--- config.mk ---
export PLATFORM = sky130hd
export DESIGN_NAME = awsc_cfg_regs_flat
export DESIGN_NICKNAME = d
export VERILOG_FILES = /design/src/hw/rtl/awsc_pkg.sv /design/src/hw/rtl/awsc_ifs.sv /design/src/hw/rtl/awsc_cfg_regs.sv /design/src/flat_wrapper.sv
export SDC_FILE = /design/constraint.sdc
export NUM_CORES = 1
export LEC_CHECK = 0
export BUFFER_PORTS_ARGS = -buffer_cell sky130_fd_sc_hd__clkbuf_2
export CORE_ASPECT_RATIO = 1.4
export CORE_MARGIN = 1.5
export CORE_UTILIZATION = 51
export DETAILED_ROUTE_END_ITERATION = 7
export PLACE_DENSITY = 0.92
export SLEW_MARGIN = 20
export SYNTH_ARGS = -nofsm -noshare
export SYNTH_HDL_FRONTEND = slang
export SYNTH_SLANG_ARGS = --single-unit
--- constraint.sdc ---
create_clock -name clk -period 0.8 [get_ports clk]
set_input_delay 0.08 -clock clk [delete_from_list [all_inputs] [get_ports clk]]
set_output_delay 0.08 -clock clk [all_outputs]
set_load 0.02 [all_outputs]
--- src/hw/rtl/awsc_pkg.sv ---
// shared types and constants of the affine warp source coordinate unit
package awsc_pkg;

	localparam int FIELD_BITS   = 16;
	localparam int COEF_BITS    = 32;
	localparam int SIZE_BITS    = 64;
	localparam int CFG_IDX_BITS = 3;

	localparam logic [CFG_IDX_BITS-1:0] REG_COEF_XX     = 3'd0;
	localparam logic [CFG_IDX_BITS-1:0] REG_COEF_XY     = 3'd1;
	localparam logic [CFG_IDX_BITS-1:0] REG_OFFSET_X    = 3'd2;
	localparam logic [CFG_IDX_BITS-1:0] REG_COEF_YX     = 3'd3;
	localparam logic [CFG_IDX_BITS-1:0] REG_COEF_YY     = 3'd4;
	localparam logic [CFG_IDX_BITS-1:0] REG_OFFSET_Y    = 3'd5;
	localparam logic [CFG_IDX_BITS-1:0] REG_IMAGE_SIZES = 3'd6;
	localparam logic [CFG_IDX_BITS-1:0] REG_ROI_WINDOW  = 3'd7;

	localparam logic [COEF_BITS-1:0] COEF_ONE  = 32'h0001_0000;
	localparam logic [COEF_BITS-1:0] COEF_ZERO = 32'h0000_0000;

	typedef struct packed {
		logic [COEF_BITS-1:0] coef_xx;
		logic [COEF_BITS-1:0] coef_xy;
		logic [COEF_BITS-1:0] offset_x;
		logic [COEF_BITS-1:0] coef_yx;
		logic [COEF_BITS-1:0] coef_yy;
		logic [COEF_BITS-1:0] offset_y;
		logic [SIZE_BITS-1:0] image_sizes;
		logic [SIZE_BITS-1:0] roi_window;
	} cfg_t;

	typedef struct packed {
		logic en_s2;
		logic en_s3;
		logic en_s4;
	} pipe_ctrl_t;

endpackage

--- src/hw/rtl/awsc_ifs.sv ---


interface awsc_cfg_if;
	logic                              valid;
	logic                              ready;
	logic [awsc_pkg::CFG_IDX_BITS-1:0] index;
	logic [awsc_pkg::SIZE_BITS-1:0]    data;

	modport source (output valid, output index, output data, input ready);
	modport sink (input valid, input index, input data, output ready);
endinterface

--- src/hw/rtl/awsc_cfg_regs.sv ---
// configuration register file
module awsc_cfg_regs (
	input  logic                clk,
	input  logic                arst_n,
	awsc_cfg_if.sink            cfg,
	output awsc_pkg::cfg_t      regs
);

	awsc_pkg::cfg_t regs_q;

	assign cfg.ready = 1'b1;
	assign regs      = regs_q;

	always_ff @(posedge clk or negedge arst_n) begin
		if (!arst_n) begin
			regs_q.coef_xx     <= awsc_pkg::COEF_ONE;
			regs_q.coef_xy     <= awsc_pkg::COEF_ZERO;
			regs_q.offset_x    <= awsc_pkg::COEF_ZERO;
			regs_q.coef_yx     <= awsc_pkg::COEF_ZERO;
			regs_q.coef_yy     <= awsc_pkg::COEF_ONE;
			regs_q.offset_y    <= awsc_pkg::COEF_ZERO;
			regs_q.image_sizes <= '0;
			regs_q.roi_window  <= '0;
		end else if (cfg.valid) begin
			unique case (cfg.index)
				awsc_pkg::REG_COEF_XX:     regs_q.coef_xx     <= cfg.data[awsc_pkg::COEF_BITS-1:0];
				awsc_pkg::REG_COEF_XY:     regs_q.coef_xy     <= cfg.data[awsc_pkg::COEF_BITS-1:0];
				awsc_pkg::REG_OFFSET_X:    regs_q.offset_x    <= cfg.data[awsc_pkg::COEF_BITS-1:0];
				awsc_pkg::REG_COEF_YX:     regs_q.coef_yx     <= cfg.data[awsc_pkg::COEF_BITS-1:0];
				awsc_pkg::REG_COEF_YY:     regs_q.coef_yy     <= cfg.data[awsc_pkg::COEF_BITS-1:0];
				awsc_pkg::REG_OFFSET_Y:    regs_q.offset_y    <= cfg.data[awsc_pkg::COEF_BITS-1:0];
				awsc_pkg::REG_IMAGE_SIZES: regs_q.image_sizes <= cfg.data;
				awsc_pkg::REG_ROI_WINDOW:  regs_q.roi_window  <= cfg.data;
				default: begin
				end
			endcase
		end
	end

endmodule

--- src/flat_wrapper.sv ---
// flat-port wrapper written by rule: the top's interface ports become plain ports
module awsc_cfg_regs_flat 
  (clk, arst_n, regs, cfg_valid, cfg_index, cfg_data, cfg_ready);
  awsc_cfg_if cfg_i ();
  input  logic clk;
  input  logic arst_n;
  output awsc_pkg::cfg_t regs;
  input wire logic [$bits(cfg_i.valid)-1:0] cfg_valid;
  input wire logic [$bits(cfg_i.index)-1:0] cfg_index;
  input wire logic [$bits(cfg_i.data)-1:0] cfg_data;
  output wire logic [$bits(cfg_i.ready)-1:0] cfg_ready;
  assign cfg_i.valid = cfg_valid;
  assign cfg_i.index = cfg_index;
  assign cfg_i.data = cfg_data;
  assign cfg_ready = cfg_i.ready;
  awsc_cfg_regs u_core (.clk(clk), .arst_n(arst_n), .cfg(cfg_i), .regs(regs));
endmodule
==> out/metrics.yaml <==
synthesis:
  yosys.area_share.simple: 0.00864
  synthCells: 688
  synth_edf_count: 0
  synth_area_leaders: "dfrtp_1 (66%), mux2_2 (28%), mux2_1 (1.9%)"
  synth_commonest_cells: "dfrtp_1 (318), mux2_2 (300), mux2_1 (20), buf_2 (17), buf_6 (13)"
  ys_types: 13
  ys_seq_elements: 320
  synth_compound_area_frac: 0
  syn_nets: 758
  synth_xor_area_frac: 0
  synthMuxAreaShare: 0.300
  yosysWarnings: 0
  synthAdderAreaFrac: 0
  synthArstFlopShare: 1.00
  synth_top_family_by_area: "multiplexers"
  synth_most_common_cell: "dfrtp_1"
  synth_top_area_share: 0.662
  synth_seq_area_share: 0.666
  avgSynthCellArea_sq_um: 17.5
  synth_top_cell_by_area: "dfrtp_1"
  ys_dominant_reg_cell: "dfrtp_1"
  syn_area_sq_um: 12000
sta:
  fin_tns_setup_ns: -159.53
  whs_ns: -0.0441
  hold_viol: 9
  rsz0062_at_grt: "yes"
  finalCriticalPeriod_ns: 1.38
  setup_viol_count_final: 599
  drv_slew: 0
  fin_crit_sh: 1.72
  fin_worst_skew_ns: 0
  postLayoutSetupSlackWorst_ns: -0.580
  max_freq_mhz: 725
routing:
  wirelength_um: 58600
  dr.pass1.iters: 5
  vias: 10175
  drt-initial-drc-count: 757
  avgViaCountPerCell: 5.94
  ant_nets: 0
  drt_drc_violations_left: 0
  avgRoutedWirePerCell_um: 34.2
power_and_ir_drop:
  p_sw_mw: 22.4
  comb_power_share: 0.408
  netSwitchingFraction: 0.341
  p_leak_nw: 10.7
  vdd_drop_max_mv: 2.72
  power_density_nw_per_um2: 3020
  clkPwrFrac: 0.230
  p_int_mw: 43.4
  pwr-share-seq: 0.362
place:
  gp_congestion: 0.894
  place_hpwl_um: 23000
  dp_worst_setup_slack_ns: -0.721
  io_buffers: 389
  place_inst: 1393
worst_setup_path:
  path_buf_inv: 1
  crit_arrival_ns: 1.30
  ff2ff_setup_slack_ns: -0.31
  path_depth: 1
  cp_top_family: "flip-flops"
  regToRegStartpoint: "u_core.regs[208]$_DFFE_PN0P_"
  critPathMaxStageDelay_ns: 0.51
  required_ns: 0.72
  worstPathCellList: "clkbuf_8"
  path_class: "register to output port"
  startpoint_type: "register"
  crit_fanout: 2
  reg2reg_depth: 3
  crit_slowest_cell: "dfrtp_1"
  r2r_end: "u_core.regs[208]$_DFFE_PN0P_"
  endpoint_kind: "output port"
global_routing:
  antenna_found_initial: 1
  grt_first_pass_wirelength_um: 66000
  grt_pass1_vias: 10293
  overflow: 0
  track_usage: 0.365
  grt_max_degree: 69
die:
  std_cell_rows: 66
  die_y_um: 185
  pin_count: 391
  die_w_um: 133
  coreArea_sq_um: 23200
  die-area_sq_um: 24500
  start_util: 0.518
cts:
  cts_made_buffers: 29
  ctsHtreeMaxLevel: 1
  cts.clk_slew.worst_paths_ns: 0.08
  clock_sinks: 320
  clock_latency_ns: 0.54
  root_buffer: "clkbuf_16"
  cts_hold_buf: 65
  cts_tree: "built"
  cts.path.max_buffers: 3
layout:
  largest_reg_flops: 320
  drive_above_1_share: 0.724
  nFillCells: 591
  syn2layout_area_growth_pct: 81.3
  final_nets: 1456
  antennaDiodeCount: 0
  final_cells: 1713
run_status:
  run_status: "finished, violations left"
  violations: "hold timing, setup timing"
run:
  drv_cap: 0
min_path:
  hold_class: "primary input to async pin"
## timing repair
action / 4_1_cts / 5_1_grt
pin swaps: 3 / 2
endpoints found under the hold margin: 639 / 9
setup buffers: 103 / 144
gates cloned: 5 / 0
endpoints found under the setup margin: 502 / 554
gates resized for setup: 378 / 791
## cell type report
cell class              count  area [sq um]  area share
clock buffers              38           830      0.0381
clock inverters            14           154     0.00706
multi-input cells         329          4500       0.207
flip-flops and latches    320          8010       0.368
well taps                 306           383      0.0176
repair buffers            706          7910       0.363
## through the flow
step	utilization	total power, mW	cell area [sq um]
after global placement	0.648	35.7	15000
after CTS	0.828	55.7	19200
after floorplan	-	30.3	12500
after detailed placement	0.648	36.4	15000
final	0.939	65.9	21800
after global routing	0.939	67.1	21800
## cell families (layout without fill, tap and decap cells)
kind of cell	after synthesis	in the layout
buffers and inverters	39	758
flip-flops	320	320
AND/OR/NAND/NOR	8	8
other	1	1
multiplexers	320	320
## cell usage in the layout, fill, tap and decap left out, drive strengths merged, types with 2 or more instances in the layout
| master | instances |
|---|---|
| clkinv | 9 |
| dfstp | 2 |
| buf | 472 |
| nand4b | 3 |
| bufinv | 3 |
| mux2 | 320 |
| dlygate4sd3 | 65 |
| clkbuf | 207 |
| nor4bb | 2 |
| dfrtp | 318 |
## worst max-delay path by stage
stage	start	endpoint	slack [ns]
final	u_core.regs[275]$_DFFE_PN0P_	regs[275]	-0.58
after global routing	u_core.regs[275]$_DFFE_PN0P_	regs[275]	-0.61
after CTS	u_core.regs[176]$_DFFE_PN1P_	regs[176]	-0.53
after detailed placement	cfg_index[0]	u_core.regs[286]$_DFFE_PN0P_	-0.72
after global placement	cfg_index[0]	u_core.regs[282]$_DFFE_PN0P_	-0.67
after floorplan	cfg_index[0]	u_core.regs[289]$_DFFE_PN0P_	-0.45
## power by group through the flow
stage / registers [mW] / clock network (mW) / logic, mW
floorplan: 26.3 / 0 / 4.05
global placement: 21.8 / 0 / 13.8
detailed placement: 22.1 / 0 / 14.3
CTS: 22.1 / 14.4 / 19.3
global route: 24.0 / 15.8 / 27.3
finish: 23.8 / 15.2 / 26.9
## routing by layer
layer | vias to the layer above | track usage | wire, um
met2 | 808 | 0.663 | 29400
met4 | 2 | 0.227 | 5580
met3 | 364 | 0.0732 | 4850
met5 | - | 0 | 14
li1 | 3813 | - | -
met1 | 5188 | 0.387 | 18700
(Power assumes the default switching activity.)
