**src/hw/rtl/awsc_pkg.sv**
```systemverilog
// shared types and constants of the affine warp source coordinate unit
package awsc_pkg;

	localparam int FIELD_BITS   = 16;
	localparam int COEF_BITS    = 32;
	localparam int SIZE_BITS    = 64;
	localparam int CFG_IDX_BITS = 3;

	localparam logic [CFG_IDX_BITS-1:0] REG_COEF_XX     = 3'd0;
	localparam logic [CFG_IDX_BITS-1:0] REG_COEF_XY     = 3'd1;
	localparam logic [CFG_IDX_BITS-1:0] REG_OFFSET_X    = 3'd2;
	localparam logic [CFG_IDX_BITS-1:0] REG_COEF_YX     = 3'd3;
	localparam logic [CFG_IDX_BITS-1:0] REG_COEF_YY     = 3'd4;
	localparam logic [CFG_IDX_BITS-1:0] REG_OFFSET_Y    = 3'd5;
	localparam logic [CFG_IDX_BITS-1:0] REG_IMAGE_SIZES = 3'd6;
	localparam logic [CFG_IDX_BITS-1:0] REG_ROI_WINDOW  = 3'd7;

	localparam logic [COEF_BITS-1:0] COEF_ONE  = 32'h0001_0000;
	localparam logic [COEF_BITS-1:0] COEF_ZERO = 32'h0000_0000;

	typedef struct packed {
		logic [COEF_BITS-1:0] coef_xx;
		logic [COEF_BITS-1:0] coef_xy;
		logic [COEF_BITS-1:0] offset_x;
		logic [COEF_BITS-1:0] coef_yx;
		logic [COEF_BITS-1:0] coef_yy;
		logic [COEF_BITS-1:0] offset_y;
		logic [SIZE_BITS-1:0] image_sizes;
		logic [SIZE_BITS-1:0] roi_window;
	} cfg_t;

	typedef struct packed {
		logic en_s2;
		logic en_s3;
		logic en_s4;
	} pipe_ctrl_t;

endpackage

```
**src/hw/rtl/awsc_coord_map.sv**
```systemverilog
// one source coordinate: products, truncated linear sum, translation, recentering, saturation
module awsc_coord_map #(
	parameter int COORD_BITS = 16,
	parameter int FRAC_BITS  = 16
) (
	input  logic                                  clk,
	input  awsc_pkg::pipe_ctrl_t                  ctrl,
	input  logic signed [awsc_pkg::COEF_BITS-1:0] coef_a,
	input  logic signed [awsc_pkg::COEF_BITS-1:0] coef_b,
	input  logic signed [awsc_pkg::COEF_BITS-1:0] offset,
	input  logic signed [COORD_BITS:0]            cx,
	input  logic signed [COORD_BITS:0]            cy,
	input  logic [COORD_BITS-2:0]                 half_src,
	output logic signed [awsc_pkg::COEF_BITS-1:0] src_s4
);

	localparam int CB  = awsc_pkg::COEF_BITS;
	localparam int CW  = COORD_BITS + 1;
	localparam int PW  = CB + CW;
	localparam int LW  = PW + 1;
	localparam int TW  = LW - FRAC_BITS + 1;
	localparam int AW  = TW + 1;
	localparam int RW  = (AW + 1 > CB + 1) ? AW + 1 : CB + 1;
	localparam int OIW = CB - FRAC_BITS;

	logic signed [PW-1:0]  prod_a_s2;
	logic signed [PW-1:0]  prod_b_s2;
	logic signed [LW-1:0]  lin;
	logic signed [LW-1:0]  lin_sh;
	logic                  lin_corr;
	logic signed [TW-1:0]  t1;
	logic signed [TW-1:0]  t1_s3;
	logic signed [OIW-1:0] off_int;
	logic                  off_frac_nz;
	logic signed [AW-1:0]  s_int;
	logic signed [AW-1:0]  t2;
	logic [RW-1:0]         r;
	logic [RW-1:0]         sat_hi;
	logic signed [CB-1:0]  src;

	always_ff @(posedge clk) begin
		if (ctrl.en_s2) begin
			prod_a_s2 <= coef_a * cx;
			prod_b_s2 <= coef_b * cy;
		end
	end

	// truncation toward zero of the linear part
	always_comb begin
		lin      = {prod_a_s2[PW-1], prod_a_s2} + {prod_b_s2[PW-1], prod_b_s2};
		lin_sh   = lin >>> FRAC_BITS;
		lin_corr = lin[LW-1] && (|lin[FRAC_BITS-1:0]);
		t1       = lin_sh[TW-1:0] + TW'(lin_corr);
	end

	always_ff @(posedge clk) begin
		if (ctrl.en_s3) begin
			t1_s3 <= t1;
		end
	end

	// translation with second truncation, then recentering and saturation
	always_comb begin
		off_int     = offset[CB-1:FRAC_BITS];
		off_frac_nz = |offset[FRAC_BITS-1:0];
		s_int       = {t1_s3[TW-1], t1_s3} + {{(AW-OIW){off_int[OIW-1]}}, off_int};
		t2          = s_int + AW'(s_int[AW-1] && off_frac_nz);
		r           = {{(RW-AW){t2[AW-1]}}, t2} + RW'(half_src);
		sat_hi      = r >> (CB - 1);
		if (sat_hi == '0 || sat_hi == (RW'(1) << (RW - CB + 1)) - RW'(1)) begin
			src = r[CB-1:0];
		end else if (r[RW-1]) begin
			src = {1'b1, {(CB-1){1'b0}}};
		end else begin
			src = {1'b0, {(CB-1){1'b1}}};
		end
	end

	always_ff @(posedge clk) begin
		if (ctrl.en_s4) begin
			src_s4 <= src;
		end
	end

endmodule

```
**config.mk**
```make
export PLATFORM = sky130hd
export DESIGN_NAME = awsc_coord_map
export DESIGN_NICKNAME = d
export VERILOG_FILES = /design/src/hw/rtl/awsc_pkg.sv /design/src/hw/rtl/awsc_coord_map.sv
export SDC_FILE = /design/constraint.sdc
export NUM_CORES = 2
export LEC_CHECK = 0
export ABC_CLOCK_PERIOD_IN_PS = 10200
export BUFFER_PORTS_ARGS = -buffer_cell sky130_fd_sc_hd__buf_2
export CORE_MARGIN = 2
export CORE_UTILIZATION = 50
export CTS_BUF_LIST = sky130_fd_sc_hd__clkbuf_4
export CTS_CLUSTER_SIZE = 12
export DETAILED_ROUTE_END_ITERATION = 8
export GPL_TIMING_DRIVEN = 0
export HOLD_SLACK_MARGIN = 0.02
export PLACE_DENSITY_LB_ADDON = 0.25
export SLEW_MARGIN = 5
export SYNTH_ARGS = -nofsm -noshare
export SYNTH_HDL_FRONTEND = slang
export SYNTH_SLANG_ARGS = --single-unit
```
**constraint.sdc**
```tcl
create_clock -name clk -period 10.2 [get_ports clk]
set_clock_uncertainty 0.05 [all_clocks]
set_input_delay 0.51 -clock clk [delete_from_list [all_inputs] [get_ports clk]]
set_output_delay 0.51 -clock clk [all_outputs]
set_load 0.02 [all_outputs]
```
==> impl_results.md <==
- Status: complete, no violations
- Worst R2R Path Depth: 33
- Internal reg-to-reg setup slack: 1.18 ns
- Mapped Cells: 5,376
- Ys flop type: edfxtp_1
- Post-CTS Hold Buffers: 0
- Reg area: 4955 sq um
- CTS-repair resized insts: 0
- Area of the mapped netlist: 49,810 sq um
- Critical path arrival: 9.37 ns
- Period minus WS final: 9.024 ns
- Die width: 319.6 microns
- Final worst path period share: 88.47%
- FF-to-FF End: src_s4[20]$_DFFE_PP_
- Die area: 102,200 sq um
- Syn nets: 6,904
- Area delta synth->final: 5.705%
- Non-filler cells, final: 6,875
- Cell Rows: 115
- Post-synth ARST share: 0%
- Placed Instances: 6,843
- CTS Sinks: 165
- Top post-synthesis cells by area: fa_1 (42%), edfxtp_1 (9.9%), ha_1 (8.4%)
- Syn avg cell area: 9.265 sq um
- Maximum Capacitance Violations: 0
- Share of layout cells above drive strength 1: 5.281%
- Initial antenna violation count: 8
- Root buffer cell: clkbuf_4
- Worst skew pair latency: 0.65 ns
- GRT overflow: 0
- Vias in the first global route: 39,627
- Core area: 98,560 sq um
- Placed cell area: 52,350 sq um
- HP Start: half_src[0]
- CTS tree: done
- Slew HR: 17.72%
- Cell variety after synth: 100
- CP Launch Point: t1_s3[11]$_DFFE_PP_
- DR iter-0 viols: 2,736
- Fin. max-slew vios: 0
- Most numerous cell in the Yosys netlist: inv_1
- Reg clk slew, reported paths: 0.17 ns
- Final Setup Violations: 0
- Io pins: 181
- H-tree depth: 4
- Cell taking the most area after synthesis: fa_1
- Routed Antenna Nets: 0
- Slowest stage cell, crit path: a31oi_1
- Hold EP: src_s4[0]$_DFFE_PP_
- RD Place Congestion: 0.9367
- Initial core utilization: 50.54%
- Worst setup path class: register to register
- Final nets: 7,103
- CP Capture Type: register
- Wire per inst: 19.54 microns
- Least-Margin Pin Slew: 1.229 ns
- Seq/Total Area, Yosys: 9.947%
- First-pass detailed-route iteration total: 6
- CTS max path bufs: 2
- Most common cell on crit path: ha_1
- Final core utilization: 53.42%
- EDFF count, synth: 165
- Buffers on Ports: 179
- Final wirelength: 134,300 microns
- Design Area, Final: 52,650 sq um
- Fmax: 110.8 MHz
- Hold crit path type: input port to register
- Drt drc: 0
- Synthesized flop and latch total: 165
- Final TNS setup: 0 ns
- Fillers: 9,053
- Reg-to-Reg Start: t1_s3[11]$_DFFE_PP_
- Overall Global Routing Usage: 27.36%
- First-pass GRT wire length: 216,000 microns
- Ys Warns: 0
- Multi-input gate area: 39,960 sq um
- Fin. Hold Viols: 0
- Postcts setup bufs: 0
- Area share of the largest cell type after synthesis: 42.00%
- DR vias: 37,869
- TritonCTS buffer count: 17
- RSZ-0062 raised after global routing: no
- Critical path required time: 10.55 ns
- Top cells by count, synth: inv_1 (1,096), fa_1 (1,045), nand2_1 (696)
- Largest net degree at the start of global routing: 64
- Startpoint Class: register
- Crit path max fanout: 10
- Drt via density: 5.508
- Final HPWL DP: 116,500 microns
- Worst hold stages: 4
- Crit-path max cell delay: 0.71 ns
- DIE HEIGHT: 319.6 microns
critical path: cells and delay by family, from the launching register on:
| kind | cells | cell delay [ns] |
|---|---|---|
| compound gates | 15 | 4.01 |
| fa+ha+maj | 4 | 1.20 |
| buf+inv | 2 | 0.45 |
| xor+xnor | 1 | 0.16 |
| flops | 1 | 0.40 |
| simple gates | 11 | 2.49 |
worst max path at each step:
stage,endpoint,depth (start not counted)
after CTS,src_s4[11]$_DFFE_PP_,30
after global routing,src_s4[20]$_DFFE_PP_,33
after floorplan,prod_a_s2[48]$_DFFE_PP_,28
after global placement,src_s4[20]$_DFFE_PP_,35
final,src_s4[20]$_DFFE_PP_,33
after detailed placement,src_s4[11]$_DFFE_PP_,35
kinds of logic after synthesis:
kind of cell	after synthesis	synth area share, %
AOI/OAI and AO/OA	626	8.636
xor gates and xnor gates	242	4.270
adders and majority gates	1379	50.39
buffers and inverters	1293	9.827
DFF	165	9.947
muxes	8	0.1608
and+or+nand+nor	1663	16.77
flip-flops by register name, summed over array words and instances (netlist names):
signal	flops
prod_a_s2	49
prod_b_s2	49
t1_s3	35
src_s4	32
per-layer routing:
layer / vias to the layer above / wire, microns / track usage, %
li1: 17071 / - / -
met1: 19184 / 54440 / 35.89
met2: 1321 / 63940 / 45.69
met3: 287 / 10670 / 5.230
met4: 6 / 5229 / 9.015
met5: - / 34 / 0
layout by cell type, fill, tap and decap left out, types with 17 or more instances in the layout:
master,instances
inv_1,1096
fa_1,1045
nand2_1,696
and2_1,451
ha_1,334
buf_2,184
clkbuf_1,182
xnor2_1,176
edfxtp_1,165
nor2_1,164
a21oi_1,158
o21ai_0,97
a21o_1,92
xor2_1,65
nand2b_1,58
nor3_1,53
nand3_1,49
o21a_1,30
o21bai_1,29
nor4_1,28
and3_1,27
a31oi_1,25
nand4_1,22
nor2b_1,21
a211oi_1,21
and4_1,19
o21ai_2,19
o211ai_1,17
clkbuf_4,17
final cells by class:
cell class / instances / area share, %
clock inverters: 13 / 0.3279
diodes: 2 / 0.009506
clock buffers: 17 / 0.2424
repair buffers: 180 / 1.759
flip-flops and latches: 165 / 9.411
inverters: 1096 / 7.814
plain buffers: 197 / 1.483
well taps: 1287 / 3.058
multi-input cells: 3918 / 75.90
through the flow:
step	hold slack [ns]	setup WS (ns)
6_report	0.2548	1.176
3_3_place_gp	0.9039	0.8122
4_1_cts	0.1962	0.9803
5_1_grt	0.2584	0.1877
2_1_floorplan	0.5725	2.948
3_5_place_dp	0.9024	0.7368
Power is not shown: default switching activity piles up to over one toggle a cycle in this logic, so the estimate is an artifact.
